[src/hdl/mcr_pkg.sv]
// Shared constants for the midpoint circle rasterizer.
package mcr_pkg;

  // Default field widths.
  localparam int COORD_BITS_DEF  = 12;
  localparam int RADIUS_BITS_DEF = 11;

  // Command codes carried in the action field.
  localparam logic ACT_START = 1'b0;
  localparam logic ACT_STEP  = 1'b1;

  // Octant indexes within one iteration.
  localparam logic [2:0] OCT_FIRST = 3'd0;
  localparam logic [2:0] OCT_LAST  = 3'd7;

  // Depth of the record queue between front and back.
  localparam int QUEUE_DEPTH = 2;

endpackage

[src/hdl/mcr_if.sv]
// Channel interfaces for commands in and plotted points out.
interface mcr_cmd_if #(
  parameter int COORD_BITS  = mcr_pkg::COORD_BITS_DEF,
  parameter int RADIUS_BITS = mcr_pkg::RADIUS_BITS_DEF
) ();
  logic                   valid;
  logic                   ready;
  logic                   action;
  logic [COORD_BITS-1:0]  center_x;
  logic [COORD_BITS-1:0]  center_y;
  logic [RADIUS_BITS-1:0] radius;

  modport source (output valid, action, center_x, center_y, radius, input ready);
  modport sink   (input valid, action, center_x, center_y, radius, output ready);
endinterface

interface mcr_pts_if #(
  parameter int COORD_BITS = mcr_pkg::COORD_BITS_DEF
) ();
  logic                         valid;
  logic                         ready;
  logic signed [COORD_BITS+1:0] point_x;
  logic signed [COORD_BITS+1:0] point_y;
  logic [2:0]                   octant;
  logic                         last_of_step;
  logic                         circle_done;

  modport source (output valid, point_x, point_y, octant, last_of_step, circle_done,
                  input ready);
  modport sink   (input valid, point_x, point_y, octant, last_of_step, circle_done,
                  output ready);
endinterface

[src/hdl/mcr_front.sv]
// Front end: takes commands, runs one walk iteration for each that plots, and queues step records.
module mcr_front #(
  parameter int COORD_BITS  = mcr_pkg::COORD_BITS_DEF,
  parameter int RADIUS_BITS = mcr_pkg::RADIUS_BITS_DEF,
  parameter int REC_W       = 2 * COORD_BITS + 2 * (RADIUS_BITS + 2) + 1
) (
  input  logic             clk,
  input  logic             rst,
  mcr_cmd_if.sink          cmd,
  output logic             rec_valid,
  output logic [REC_W-1:0] rec_data,
  input  logic             rec_full
);

  localparam int XW = RADIUS_BITS + 2;  // walk coordinates
  localparam int SW = RADIUS_BITS + 3;  // step increments
  localparam int EW = RADIUS_BITS + 4;  // decision term

  // Walk state.
  logic signed [XW-1:0]   cur_x, cur_y;
  logic signed [SW-1:0]   step_x, step_y;
  logic signed [EW-1:0]   error_term;
  logic [COORD_BITS-1:0]  held_center_x, held_center_y;
  logic [RADIUS_BITS-1:0] held_radius;
  logic                   drawing;

  // Values the iteration starts from: fresh on a start, held otherwise.
  logic                   is_start, accept;
  logic signed [XW-1:0]   base_x, base_y;
  logic signed [SW-1:0]   base_dx, base_dy;
  logic signed [EW-1:0]   base_err, two_r;
  logic [COORD_BITS-1:0]  base_cx, base_cy;
  logic [RADIUS_BITS-1:0] base_r;
  logic                   base_draw;

  // Iteration results.
  logic signed [XW-1:0]   x_next, y_next;
  logic signed [SW-1:0]   dx_next, dy_next;
  logic signed [EW-1:0]   err_next;
  logic                   done;

  assign accept    = cmd.valid && cmd.ready;
  assign cmd.ready = !rec_full;
  assign is_start  = (cmd.action == mcr_pkg::ACT_START);

  // Select the state the iteration works from.
  always_comb begin
    if (is_start) begin
      base_r    = cmd.radius;
      base_cx   = cmd.center_x;
      base_cy   = cmd.center_y;
      base_x    = $signed({2'b00, cmd.radius}) - XW'(1);
      base_y    = '0;
      base_dx   = SW'(1);
      base_dy   = SW'(1);
      base_err  = EW'(1) - $signed({3'b000, cmd.radius, 1'b0});
      base_draw = (cmd.radius != '0);
    end else begin
      base_r    = held_radius;
      base_cx   = held_center_x;
      base_cy   = held_center_y;
      base_x    = cur_x;
      base_y    = cur_y;
      base_dx   = step_x;
      base_dy   = step_y;
      base_err  = error_term;
      base_draw = drawing;
    end
  end

  assign two_r = $signed({3'b000, base_r, 1'b0});

  // One axis move per iteration, chosen by the sign of the decision term.
  always_comb begin
    x_next   = base_x;
    y_next   = base_y;
    dx_next  = base_dx;
    dy_next  = base_dy;
    if (base_err <= 0) begin
      y_next   = base_y + XW'(1);
      err_next = base_err + EW'(base_dy);
      dy_next  = base_dy + SW'(2);
    end else begin
      x_next   = base_x - XW'(1);
      dx_next  = base_dx + SW'(2);
      err_next = base_err + EW'(base_dx + SW'(2)) - two_r;
    end
    done = (x_next < y_next);
  end

  // State update on every accepted transaction.
  always_ff @(posedge clk) begin
    if (rst) begin
      cur_x         <= '0;
      cur_y         <= '0;
      step_x        <= SW'(1);
      step_y        <= SW'(1);
      error_term    <= '0;
      held_center_x <= '0;
      held_center_y <= '0;
      held_radius   <= '0;
      drawing       <= 1'b0;
    end else if (accept) begin
      held_center_x <= base_cx;
      held_center_y <= base_cy;
      held_radius   <= base_r;
      if (base_draw) begin
        cur_x      <= x_next;
        cur_y      <= y_next;
        step_x     <= dx_next;
        step_y     <= dy_next;
        error_term <= err_next;
        drawing    <= !done;
      end else begin
        cur_x      <= base_x;
        cur_y      <= base_y;
        step_x     <= base_dx;
        step_y     <= base_dy;
        error_term <= base_err;
        drawing    <= 1'b0;
      end
    end
  end

  // The record carries the pre-move coordinates that the eight points use.
  assign rec_valid = accept && base_draw;
  assign rec_data  = {done, base_y, base_x, base_cy, base_cx};

endmodule

[src/hdl/mcr_queue.sv]
// Short FIFO of step records between front and back.
module mcr_queue #(
  parameter int WIDTH = 8,
  parameter int DEPTH = mcr_pkg::QUEUE_DEPTH
) (
  input  logic             clk,
  input  logic             rst,
  input  logic             push,
  input  logic [WIDTH-1:0] push_data,
  output logic             full,
  input  logic             pop,
  output logic             not_empty,
  output logic [WIDTH-1:0] head
);

  localparam int AW = (DEPTH > 1) ? $clog2(DEPTH) : 1;
  localparam int CW = $clog2(DEPTH + 1);

  logic [WIDTH-1:0] slots [DEPTH];
  logic [AW-1:0]    wr_ptr, rd_ptr;
  logic [CW-1:0]    count;

  assign full      = (count == CW'(DEPTH));
  assign not_empty = (count != '0);
  assign head      = slots[rd_ptr];

  // Storage writes need no reset.
  always_ff @(posedge clk) begin
    if (push) begin
      slots[wr_ptr] <= push_data;
    end
  end

  // Pointers wrap at the depth.
  always_ff @(posedge clk) begin
    if (rst) begin
      wr_ptr <= '0;
      rd_ptr <= '0;
      count  <= '0;
    end else begin
      if (push) begin
        wr_ptr <= (wr_ptr == AW'(DEPTH - 1)) ? '0 : wr_ptr + AW'(1);
      end
      if (pop) begin
        rd_ptr <= (rd_ptr == AW'(DEPTH - 1)) ? '0 : rd_ptr + AW'(1);
      end
      count <= count + CW'(push) - CW'(pop);
    end
  end

  a_no_overflow: assert property (@(posedge clk) disable iff (rst)
    !(push && full && !pop)) else $error("record pushed into full queue");
  a_no_underflow: assert property (@(posedge clk) disable iff (rst)
    !(pop && !not_empty)) else $error("record popped from empty queue");

endmodule

[src/hdl/mcr_back.sv]
// Back end: turns each step record into eight mirrored points, one per cycle while pts.ready is high.
module mcr_back #(
  parameter int COORD_BITS  = mcr_pkg::COORD_BITS_DEF,
  parameter int RADIUS_BITS = mcr_pkg::RADIUS_BITS_DEF,
  parameter int REC_W       = 2 * COORD_BITS + 2 * (RADIUS_BITS + 2) + 1
) (
  input  logic             clk,
  input  logic             rst,
  input  logic             rec_valid,
  input  logic [REC_W-1:0] rec_data,
  output logic             rec_pop,
  mcr_pts_if.source        pts
);

  localparam int XW    = RADIUS_BITS + 2;
  localparam int OW    = COORD_BITS + 2;
  localparam int WIDER = (COORD_BITS > XW) ? COORD_BITS : XW;
  localparam int PW    = WIDER + 2;

  // Record being drawn.
  logic                  busy;
  logic [2:0]            octant;
  logic [COORD_BITS-1:0] cx, cy;
  logic signed [XW-1:0]  px, py;
  logic                  rec_done;

  logic                  out_accept, last;
  logic                  swap, neg_x, neg_y;
  logic signed [XW-1:0]  off_x, off_y;
  logic signed [PW-1:0]  sum_x, sum_y;

  assign out_accept = pts.valid && pts.ready;
  assign last       = (octant == mcr_pkg::OCT_LAST);
  assign rec_pop    = rec_valid && (!busy || (out_accept && last));

  // Load a record or advance through its octants.
  always_ff @(posedge clk) begin
    if (rst) begin
      busy   <= 1'b0;
      octant <= mcr_pkg::OCT_FIRST;
    end else if (rec_pop) begin
      busy   <= 1'b1;
      octant <= mcr_pkg::OCT_FIRST;
    end else if (out_accept) begin
      busy   <= !last;
      octant <= octant + 3'd1;
    end
  end

  always_ff @(posedge clk) begin
    if (rec_pop) begin
      {rec_done, py, px, cy, cx} <= rec_data;
    end
  end

  // Octants 1, 2, 5 and 6 swap the axes; 2 to 5 mirror x, 4 to 7 mirror y.
  always_comb begin
    swap  = (octant == 3'd1) || (octant == 3'd2) || (octant == 3'd5) || (octant == 3'd6);
    neg_x = (octant == 3'd2) || (octant == 3'd3) || (octant == 3'd4) || (octant == 3'd5);
    neg_y = octant[2];
    off_x = swap ? py : px;
    off_y = swap ? px : py;
    sum_x = neg_x ? $signed({{(PW - COORD_BITS){1'b0}}, cx}) - PW'(off_x)
                  : $signed({{(PW - COORD_BITS){1'b0}}, cx}) + PW'(off_x);
    sum_y = neg_y ? $signed({{(PW - COORD_BITS){1'b0}}, cy}) - PW'(off_y)
                  : $signed({{(PW - COORD_BITS){1'b0}}, cy}) + PW'(off_y);
  end

  assign pts.valid        = busy;
  assign pts.point_x      = sum_x[OW-1:0];
  assign pts.point_y      = sum_y[OW-1:0];
  assign pts.octant       = octant;
  assign pts.last_of_step = last;
  assign pts.circle_done  = last && rec_done;

  a_done_on_last: assert property (@(posedge clk) disable iff (rst)
    pts.valid && pts.circle_done |-> pts.last_of_step)
    else $error("circle_done off the last point");
  a_octant_wraps: assert property (@(posedge clk) disable iff (rst)
    out_accept && last |=> !pts.valid || pts.octant == mcr_pkg::OCT_FIRST)
    else $error("new record does not start at the first octant");
  a_octant_advances: assert property (@(posedge clk) disable iff (rst)
    out_accept && !last |=> pts.valid && pts.octant == $past(octant) + 3'd1)
    else $error("octant did not advance after a transaction");

endmodule

[src/hdl/midpoint_circle_rasterizer.sv]
// Top level of the midpoint circle rasterizer.
//
//   Channel  Dir  Payload                                            Transaction
//   cmd      in   action, center_x, center_y, radius                 valid & ready
//   pts      out  point_x, point_y, octant, last_of_step, circle_done valid & ready
//
// Each command runs one iteration in the front end in the cycle it is taken.
// An iteration that plots yields eight points, one per cycle while pts.ready is high, so
// the sustained step rate is set by the single point adder pair in the back end.
// Commands that plot nothing (idle step, zero radius) push no record.
// The front end keeps taking commands while the two-entry record queue has room.
// Reset is synchronous and clears the walk state, queue and octant counter.
module midpoint_circle_rasterizer #(
  parameter int COORD_BITS  = mcr_pkg::COORD_BITS_DEF,
  parameter int RADIUS_BITS = mcr_pkg::RADIUS_BITS_DEF
) (
  input  logic      clk,
  input  logic      rst,
  mcr_cmd_if.sink   cmd,
  mcr_pts_if.source pts
);

  localparam int REC_W = 2 * COORD_BITS + 2 * (RADIUS_BITS + 2) + 1;

  logic             push, full, pop, not_empty;
  logic [REC_W-1:0] push_data, head;

  mcr_front #(
    .COORD_BITS (COORD_BITS),
    .RADIUS_BITS(RADIUS_BITS),
    .REC_W      (REC_W)
  ) u_front (
    .clk      (clk),
    .rst      (rst),
    .cmd      (cmd),
    .rec_valid(push),
    .rec_data (push_data),
    .rec_full (full)
  );

  mcr_queue #(
    .WIDTH(REC_W),
    .DEPTH(mcr_pkg::QUEUE_DEPTH)
  ) u_queue (
    .clk      (clk),
    .rst      (rst),
    .push     (push),
    .push_data(push_data),
    .full     (full),
    .pop      (pop),
    .not_empty(not_empty),
    .head     (head)
  );

  mcr_back #(
    .COORD_BITS (COORD_BITS),
    .RADIUS_BITS(RADIUS_BITS),
    .REC_W      (REC_W)
  ) u_back (
    .clk      (clk),
    .rst      (rst),
    .rec_valid(not_empty),
    .rec_data (head),
    .rec_pop  (pop),
    .pts      (pts)
  );

endmodule

[src/flat_wrapper.sv]
// flat-port wrapper written by rule: the top's interface ports become plain ports
module midpoint_circle_rasterizer_flat 
#(
  parameter int COORD_BITS  = mcr_pkg::COORD_BITS_DEF,
  parameter int RADIUS_BITS = mcr_pkg::RADIUS_BITS_DEF
)
  (clk, rst, cmd_valid, cmd_action, cmd_center_x, cmd_center_y, cmd_radius, cmd_ready, pts_valid, pts_point_x, pts_point_y, pts_octant, pts_last_of_step, pts_circle_done, pts_ready);
  mcr_cmd_if #(.COORD_BITS(COORD_BITS), .RADIUS_BITS(RADIUS_BITS)) cmd_i ();
  mcr_pts_if #(.COORD_BITS(COORD_BITS)) pts_i ();
  input  logic clk;
  input  logic rst;
  input wire logic [$bits(cmd_i.valid)-1:0] cmd_valid;
  input wire logic [$bits(cmd_i.action)-1:0] cmd_action;
  input wire logic [$bits(cmd_i.center_x)-1:0] cmd_center_x;
  input wire logic [$bits(cmd_i.center_y)-1:0] cmd_center_y;
  input wire logic [$bits(cmd_i.radius)-1:0] cmd_radius;
  output wire logic [$bits(cmd_i.ready)-1:0] cmd_ready;
  output wire logic [$bits(pts_i.valid)-1:0] pts_valid;
  output wire logic [$bits(pts_i.point_x)-1:0] pts_point_x;
  output wire logic [$bits(pts_i.point_y)-1:0] pts_point_y;
  output wire logic [$bits(pts_i.octant)-1:0] pts_octant;
  output wire logic [$bits(pts_i.last_of_step)-1:0] pts_last_of_step;
  output wire logic [$bits(pts_i.circle_done)-1:0] pts_circle_done;
  input wire logic [$bits(pts_i.ready)-1:0] pts_ready;
  assign cmd_i.valid = cmd_valid;
  assign cmd_i.action = cmd_action;
  assign cmd_i.center_x = cmd_center_x;
  assign cmd_i.center_y = cmd_center_y;
  assign cmd_i.radius = cmd_radius;
  assign cmd_ready = cmd_i.ready;
  assign pts_valid = pts_i.valid;
  assign pts_point_x = pts_i.point_x;
  assign pts_point_y = pts_i.point_y;
  assign pts_octant = pts_i.octant;
  assign pts_last_of_step = pts_i.last_of_step;
  assign pts_circle_done = pts_i.circle_done;
  assign pts_i.ready = pts_ready;
  midpoint_circle_rasterizer #(.COORD_BITS(COORD_BITS), .RADIUS_BITS(RADIUS_BITS)) u_core (.clk(clk), .rst(rst), .cmd(cmd_i), .pts(pts_i));
endmodule
[config.mk]
export PLATFORM = sky130hd
export DESIGN_NAME = midpoint_circle_rasterizer_flat
export DESIGN_NICKNAME = d
export VERILOG_FILES = /design/src/hdl/mcr_pkg.sv /design/src/hdl/mcr_if.sv /design/src/hdl/mcr_front.sv /design/src/hdl/mcr_queue.sv /design/src/hdl/mcr_back.sv /design/src/hdl/midpoint_circle_rasterizer.sv /design/src/flat_wrapper.sv
export SDC_FILE = /design/constraint.sdc
export NUM_CORES = 1
export LEC_CHECK = 0
export BUFFER_PORTS_ARGS = -buffer_cell sky130_fd_sc_hd__buf_4
export CAP_MARGIN = 20
export CORE_ASPECT_RATIO = 1.1
export CORE_MARGIN = 3
export CORE_UTILIZATION = 67
export DETAILED_ROUTE_END_ITERATION = 7
export PLACE_DENSITY_LB_ADDON = 0.05
export SLEW_MARGIN = 20
export SYNTH_ARGS = -nofsm -noshare
export SYNTH_HDL_FRONTEND = slang
export SYNTH_SLANG_ARGS = --single-unit
[constraint.sdc]
create_clock -name clk -period 9.2 [get_ports clk]
set_input_delay 0.46 -clock clk [delete_from_list [all_inputs] [get_ports clk]]
set_output_delay 0.46 -clock clk [all_outputs]
set_load 0.03 [all_outputs]
==> results.json, run 1 <==
{
  "top_layer": "met4",
  "cts_resized": 0,
  "crit_start": "u_core.u_back.pts.octant[0]",
  "io_buffer_count": 74,
  "synth.largest_area_cell": "edfxtp_1",
  "synth_cell_type_count": 69,
  "vdd_ir_drop_max_uv": 241.9,
  "synth_mux_area_share_pct": 8.045,
  "drive_above_1_share_pct": 14.43,
  "grt_usage_pct": 31.14,
  "gr-total-overflow": 0,
  "pre_cts_ws_ps": 3918,
  "drc": 0,
  "numClockSinks": 266,
  "ff2ff_path_depth": 16,
  "r2r-start": "u_core.u_front.error_term[0]",
  "endpoint": "pts_point_x[13]",
  "fin_crit_sh_pct": 61.87,
  "ys_ff_latch": 266,
  "max_freq_ghz": 0.1757,
  "hpwl_mm": 28.36,
  "yosys.area_share.adder_pct": 9.287,
  "synth_commonest_cells": "nand2_1, edfxtp_1, dfxtp_1, a21oi_1, nor2_1",
  "grt_pass1_wl_mm": 63.95,
  "r2r_end": "u_core.u_front.drawing",
  "cp_max_fo": 21,
  "ys_top_cells_by_area": "edfxtp_1, dfxtp_1, ha_1",
  "p_comb_share_pct": 50.7,
  "drtIter0Drc": 881,
  "pwr-share-clk_pct": 19.6,
  "power_density_nw_per_um2": 314.5,
  "slew_violations": 0,
  "vias": 12300,
  "grt_max_degree": 89,
  "fin_util_pct": 75.72,
  "async_flop_share_pct": 0,
  "start_kind": "register",
  "drtAntennaViolNets": 0,
  "netlist.area_leader.share_pct": 29.05,
  "clock_path_buffers": 3,
  "synth_compound_area_share_pct": 12.15,
  "synth.avg_cell_area_um2": 9.763,
  "viasPerCell": 6.197,
  "wirelength_mm": 40.41,
  "ctsHoldBuffers": 0,
  "path_class": "reg2out",
  "r2r_slack_ps": 5130,
  "ys.flop_type": "edfxtp_1",
  "crit_arrival_ps": 5230,
  "worstSkewPairLatency_ps": 540,
  "intPower_mw": 3.186,
  "die_w_um": 152.5,
  "wl_met1_mm": 15.70,
  "grt_pass1_vias": 12010,
  "cts_buffers": 27,
  "p_seq_share_pct": 29.8,
  "rows": 58,
  "synth_cells": 1620,
  "ios": 75,
  "synth_top_family_by_area": "simple AND/OR/NAND/NOR gates",
  "setup_violations": 0,
  "cts_setup_buffers": 0,
  "status": "completed",
  "clockRootBuffer": "clkbuf_16",
  "fp.dieH_um": 167.1,
  "hold_violations": 0,
  "stdcell_count": 1984,
  "swShare_pct": 41.84,
  "syn_nets": 1769,
  "leakage_nw": 6.896,
  "ys_seq_area_share_pct": 43.35,
  "slew-limit-headroom_pct": 29.09,
  "fin_hold_ws_ps": 263.4,
  "n_antenna_cell": 0,
  "rsz0062_at_grt": "no",
  "skew_ps": 8.407,
  "required_ps": 8740,
  "worstMarginPinSlew_ps": 1063,
  "syn_area_um2": 15820,
  "h-tree-depth": 1,
  "cts_tree": "built",
  "first_pass_iters": 5,
  "initial_core_util_pct": 68.75,
  "wire_per_inst_um": 20.37,
  "coreArea_um2": 23000,
  "wl_met3_mm": 2.062,
  "place_congestion": 0.9057,
  "cp-end-kind": "primary output",
  "clk_pin_slew_ps": 60,
  "max-cap-violations": 0,
  "nets": 1812,
  "dp_cells": 1934,
  "p_switching_mw": 2.292,
  "worst_slack_ps": 3508,
  "met2RoutedLength_mm": 20.54,
  "setup_tns_ps": 0,
  "dieArea_um2": 25490,
  "layout_min_cycle_time_ps": 5692,
  "synth-simple-area-share_pct": 16.32,
  "syn2layout_area_growth_pct": 10.13,
  "antenna_found_initial": 0,
  "synth_xor_area_share_pct": 6.867,
  "synth_edf_count": 153,
  "yosysWarningCount": 0,
  "min_path_type": "in2reg",
  "synth.most_common_cell": "nand2_1"
}
## power groups by stage
stage                     clock (mW)  sequential [mW]  combinational [mW]
final                           1.07             1.63                2.77
after global routing            1.13             1.65                2.98
after CTS                       1.08             1.63                2.77
after detailed placement           0             1.65                2.75
after global placement             0             1.64                2.69
after floorplan                    0             1.62                1.96
## area by class of cell
cell class              count  area, µm²
clock buffers              37      764.5
clock inverters            13      100.1
fillers                  1656       5585
inverters                  89      334.1
multi-input cells        1195       8357
flip-flops and latches    266       6858
well taps                 300      375.4
repair buffers             84      630.6
## logic make-up (layout without fill, tap and decap cells)
kind of cell	after synthesis	count (layout)
buf+inv	159	223
flops	266	266
simple gates	549	549
compound gates	296	296
fa+ha+maj	109	109
xor+xnor	124	124
mux	117	117
## how the worst min path moves through the flow
stage / from / end / slack, ps / cells after the start
floorplan: u_core.u_front.step_x[0] / u_core.u_front.step_x[0] / 410 / 1
global placement: u_core.u_front.step_y[0] / u_core.u_front.step_y[0] / 420 / 1
detailed placement: u_core.u_front.step_x[0] / u_core.u_front.step_x[0] / 430 / 1
CTS: cmd_center_y[6] / u_core.u_queue.slots[1][18] / 240 / 2
global route: cmd_center_y[6] / u_core.u_queue.slots[0][18] / 250 / 2
finish: cmd_center_y[6] / u_core.u_queue.slots[1][18] / 260 / 2
## flip-flops by register name, summed over array words and instances, names as in the netlist, 2 cells and up
register and cells:
u_core.u_front.held_center_y 12, u_core.u_queue.count 2, u_core.u_queue.slots 102, u_core.u_front.error_term 15, u_core.u_back.py 13, u_core.u_front.step_x 14
u_core.u_back.pts.octant 3, u_core.u_front.held_radius 11, u_core.u_back.cy 12, u_core.u_front.cur_x 13, u_core.u_back.px 13, u_core.u_front.held_center_x 12
u_core.u_front.cur_y 13, u_core.u_back.cx 12, u_core.u_front.step_y 14
## per-layer routing
layer,up-vias,global-route usage [%]
li1,5887,-
met1,5851,37.72
met2,455,56.03
met3,102,3.386
met4,0,14.30
met5,-,0
## cell usage in the layout (no fill, tap or decap), drive strengths merged, types with 10 or more instances in the layout
cell and n:
a211oi 12, a21o 17, a21oi 109, a31oi 15, and2 23, and3 13, buf 84, clkbuf 37
clkinv 10, dfxtp 113, edfxtp 153, fa 14, ha 95, inv 89, mux2 81, mux2i 36
nand2 222, nand2b 15, nand3 36, nand4 17, nor2 101, nor2b 12, nor3 40, nor4 26
o211ai 16, o21ai 51, o31a 11, or2 12, or3 15, xnor2 68, xor2 56
## stage by stage
step / instance area (µm²) / power [mW]
after floorplan: 15820 / 3.581
after global placement: 16550 / 4.337
after detailed placement: 16550 / 4.406
after CTS: 17420 / 5.482
after global routing: 17420 / 5.764
final: 17420 / 5.479
## critical path: stages (launching register included)
cell	delay (ps)
dfxtp_1	420
inv_1	120
ha_1	270
nor2_2	840
nand2_1	110
nand2_1	140
inv_1	50
ha_1	260
o21ai_0	420
ha_1	320
nor2b_1	140
o21ai_0	240
a21boi_0	160
o21ai_0	240
a21oi_1	160
a41oi_1	280
a211oi_1	130
xor2_1	180
buf_4	180
No activity file was read; power rests on OpenSTA's default activity.
==> run 2: changes to the inputs <==
Settings changed: ABC_AREA set to 1, CORE_UTILIZATION 67 to 56.
Clock period 9.2 ns to 4.55 ns, I/O delays scaled along.
==> results.json, run 2 <==
{
  "grt_usage_pct": 27.30,
  "crit_arrival_ps": 4180,
  "h-tree-depth": 1,
  "initial_core_util_pct": 57.46,
  "ys_top_cells_by_area": "edfxtp_1, dfxtp_1, nand2_1",
  "ff2ff_path_depth": 24,
  "viasPerCell": 5.424,
  "crit_family": "compound AO/OA/AOI/OAI gates",
  "synth.avg_cell_area_um2": 8.079,
  "vdd_ir_drop_max_uv": 1319,
  "min_path_type": "in2reg",
  "ys_seq_area_share_pct": 43.88,
  "finalInstanceArea_um2": 17930,
  "wl_met1_mm": 16.64,
  "path_depth": 18,
  "nets": 2164,
  "wire_per_inst_um": 17.16,
  "vias": 12980,
  "wirelength_mm": 41.06,
  "fp.dieH_um": 181.2,
  "grt_pass1_wl_mm": 64.72,
  "top_layer": "met4",
  "max_freq_ghz": 0.2270,
  "drtAntennaViolNets": 0,
  "placed_cell_area_um2": 16610,
  "final_cell_mix": "nand2_1, inv_1, a21oi_1, edfxtp_1, o21ai_0",
  "holdPathStages": 3,
  "syn2layout_area_growth_pct": 14.77,
  "synth_edf_count": 153,
  "gr-total-overflow": 0,
  "netlist.area_leader.share_pct": 29.40,
  "ys_ff_latch": 266,
  "dieArea_um2": 29940,
  "n_antenna_cell": 0,
  "grt_max_degree": 87,
  "status": "completed",
  "worstSkewPairLatency_ps": 540,
  "setup_violations": 0,
  "regMostFlops": "u_core.u_queue.slots",
  "cp-end-kind": "primary output",
  "cp_common_cell": "ha_1",
  "syn_area_um2": 15620,
  "path_buf_inv": 2,
  "hpwl_mm": 30.02,
  "io_buffer_count": 74,
  "drc": 0,
  "cts_buffers": 27,
  "die_w_um": 165.3,
  "synth_commonest_cells": "nand2_1, inv_1, a21oi_1, edfxtp_1, o21ai_0",
  "fin_crit_sh_pct": 96.81,
  "start_kind": "register",
  "crit_slowest_cell": "dfxtp_4",
  "largest_reg_flops": 102,
  "hold_violations": 0,
  "synth_cell_type_count": 52,
  "met2RoutedLength_mm": 20.80,
  "async_flop_share_pct": 0,
  "path_class": "reg2out",
  "ios": 75,
  "required_ps": 4320,
  "skew_ps": 11.99,
  "drtIter0Drc": 932,
  "slew-limit-headroom_pct": 39.65,
  "layout_min_cycle_time_ps": 4405,
  "leakage_nw": 8.001,
  "drive_above_1_share_pct": 12.72,
  "mostFrequentLayoutCell": "nand2_1",
  "coreArea_um2": 27190,
  "syn_nets": 2083,
  "cts_tree": "built",
  "cp_max_fo": 9,
  "max-cap-violations": 0,
  "slew_violations": 0,
  "fin_hold_ws_ps": 59.13,
  "place_congestion": 0.9283,
  "ys.flop_type": "edfxtp_1",
  "r2r_slack_ps": 920,
  "power_density_nw_per_um2": 668.6,
  "clock_path_buffers": 3,
  "rows": 63,
  "stdcell_count": 2393,
  "yosysWarningCount": 0,
  "worstMarginPinSlew_ps": 899.7,
  "first_pass_iters": 6,
  "slowest_delay_ps": 370,
  "top_regs": "u_core.u_queue.slots (102), u_core.u_front.error_term (15)",
  "power_mw": 11.99,
  "dp_cells": 2322,
  "wl_met3_mm": 1.671,
  "synth.most_common_cell": "nand2_1",
  "grt_pass1_vias": 12640,
  "clockRootBuffer": "clkbuf_16",
  "path_cells": "ha_1 > ha_1 > a21oi_1 > nand2_1 > inv_2 > nand2_1 > xor2_1 > ha_1 > a21oi_1 > and2_1 > o21ai_1 > a21o_1 > a21oi_2 > o21ai_1 > a21o_1 > a21oi_2 > xor2_2 > buf_4",
  "synth_cells": 1934,
  "numClockSinks": 266,
  "antenna_found_initial": 0,
  "clk_pin_slew_ps": 60,
  "synth.largest_area_cell": "edfxtp_1"
}
[run 2: logic make-up (layout without fill, tap and decap cells)]
group	after synthesis	count (layout)	share of synthesized area [%]
adder cells (fa/ha/maj)	109	109	9.401
flip-flops	266	266	43.88
AND/OR/NAND/NOR	757	757	20.29
AO/OA/AOI/OAI	404	404	13.91
XOR/XNOR	84	84	4.709
buffers and inverters	313	415	7.735
multiplexers	1	1	0.07206
[run 2: path summary, 6_finish.rpt]
check                                   from                               to
max              u_core.u_back.pts.octant[0]                  pts_point_x[12]
min                          cmd_center_y[5]      u_core.u_queue.slots[0][17]
max reg2reg     u_core.u_front.error_term[0]      u_core.u_queue.slots[1][50]
min reg2reg  u_core.u_front.held_center_x[1]  u_core.u_front.held_center_x[1]
[run 2: metrics by stage]
stage / utilization [%] / setup slack, ps / setup TNS (ps)
2_1_floorplan: - / 44.35 / 0
3_3_place_gp: 61.07 / 200.8 / 0
3_5_place_dp: 61.07 / 75.29 / 0
4_1_cts: 64.79 / -3.916 / -6.036
5_1_grt: 65.94 / -75.28 / -185.5
6_report: 65.94 / 145.2 / 0
[run 2: layout make-up]
| class | count | area [µm²] |
|---|---|---|
| well taps | 357 | 446.7 |
| inverters | 241 | 904.6 |
| clock inverters | 16 | 206.4 |
| multi-input cells | 1355 | 7736 |
| fillers | 2382 | 9263 |
| repair buffers | 124 | 1031 |
| clock buffers | 34 | 743.2 |
| flip-flops and latches | 266 | 6864 |
[run 2: where the power goes]
part           switching [mW]  total (mW)  internal (mW)  leakage, nW
Combinational            4.02        6.33           2.30         5.17
Sequential              0.204        3.33           3.13         2.37
Clock                   0.939        2.34           1.40        0.463
[run 2: tightest hold or removal path: cells and delay by family]
family | cells | cell delay (ps)
AND/OR/NAND/NOR | 1 | 40
buffers and inverters | 1 | 80
AO/OA/AOI/OAI | 1 | 110
[run 2: repair_timing]
| item | in CTS | in global routing |
|---|---|---|
| gates resized for setup | 16 | 47 |
| buffers inserted | 3 | 15 |
| pin swaps | 3 | 19 |
| hold buffers | 1 | 0 |
| cloned | 0 | 2 |
| endpoints found under the hold margin | 1 | 0 |
| endpoints found under the setup margin | 9 | 8 |
[run 2: routing by layer]
layer  track usage (%)  up-vias
met3             2.729      110
li1                  -     6547
met5                 0        -
met4             12.21        0
met1             33.09     5977
met2             48.55      345
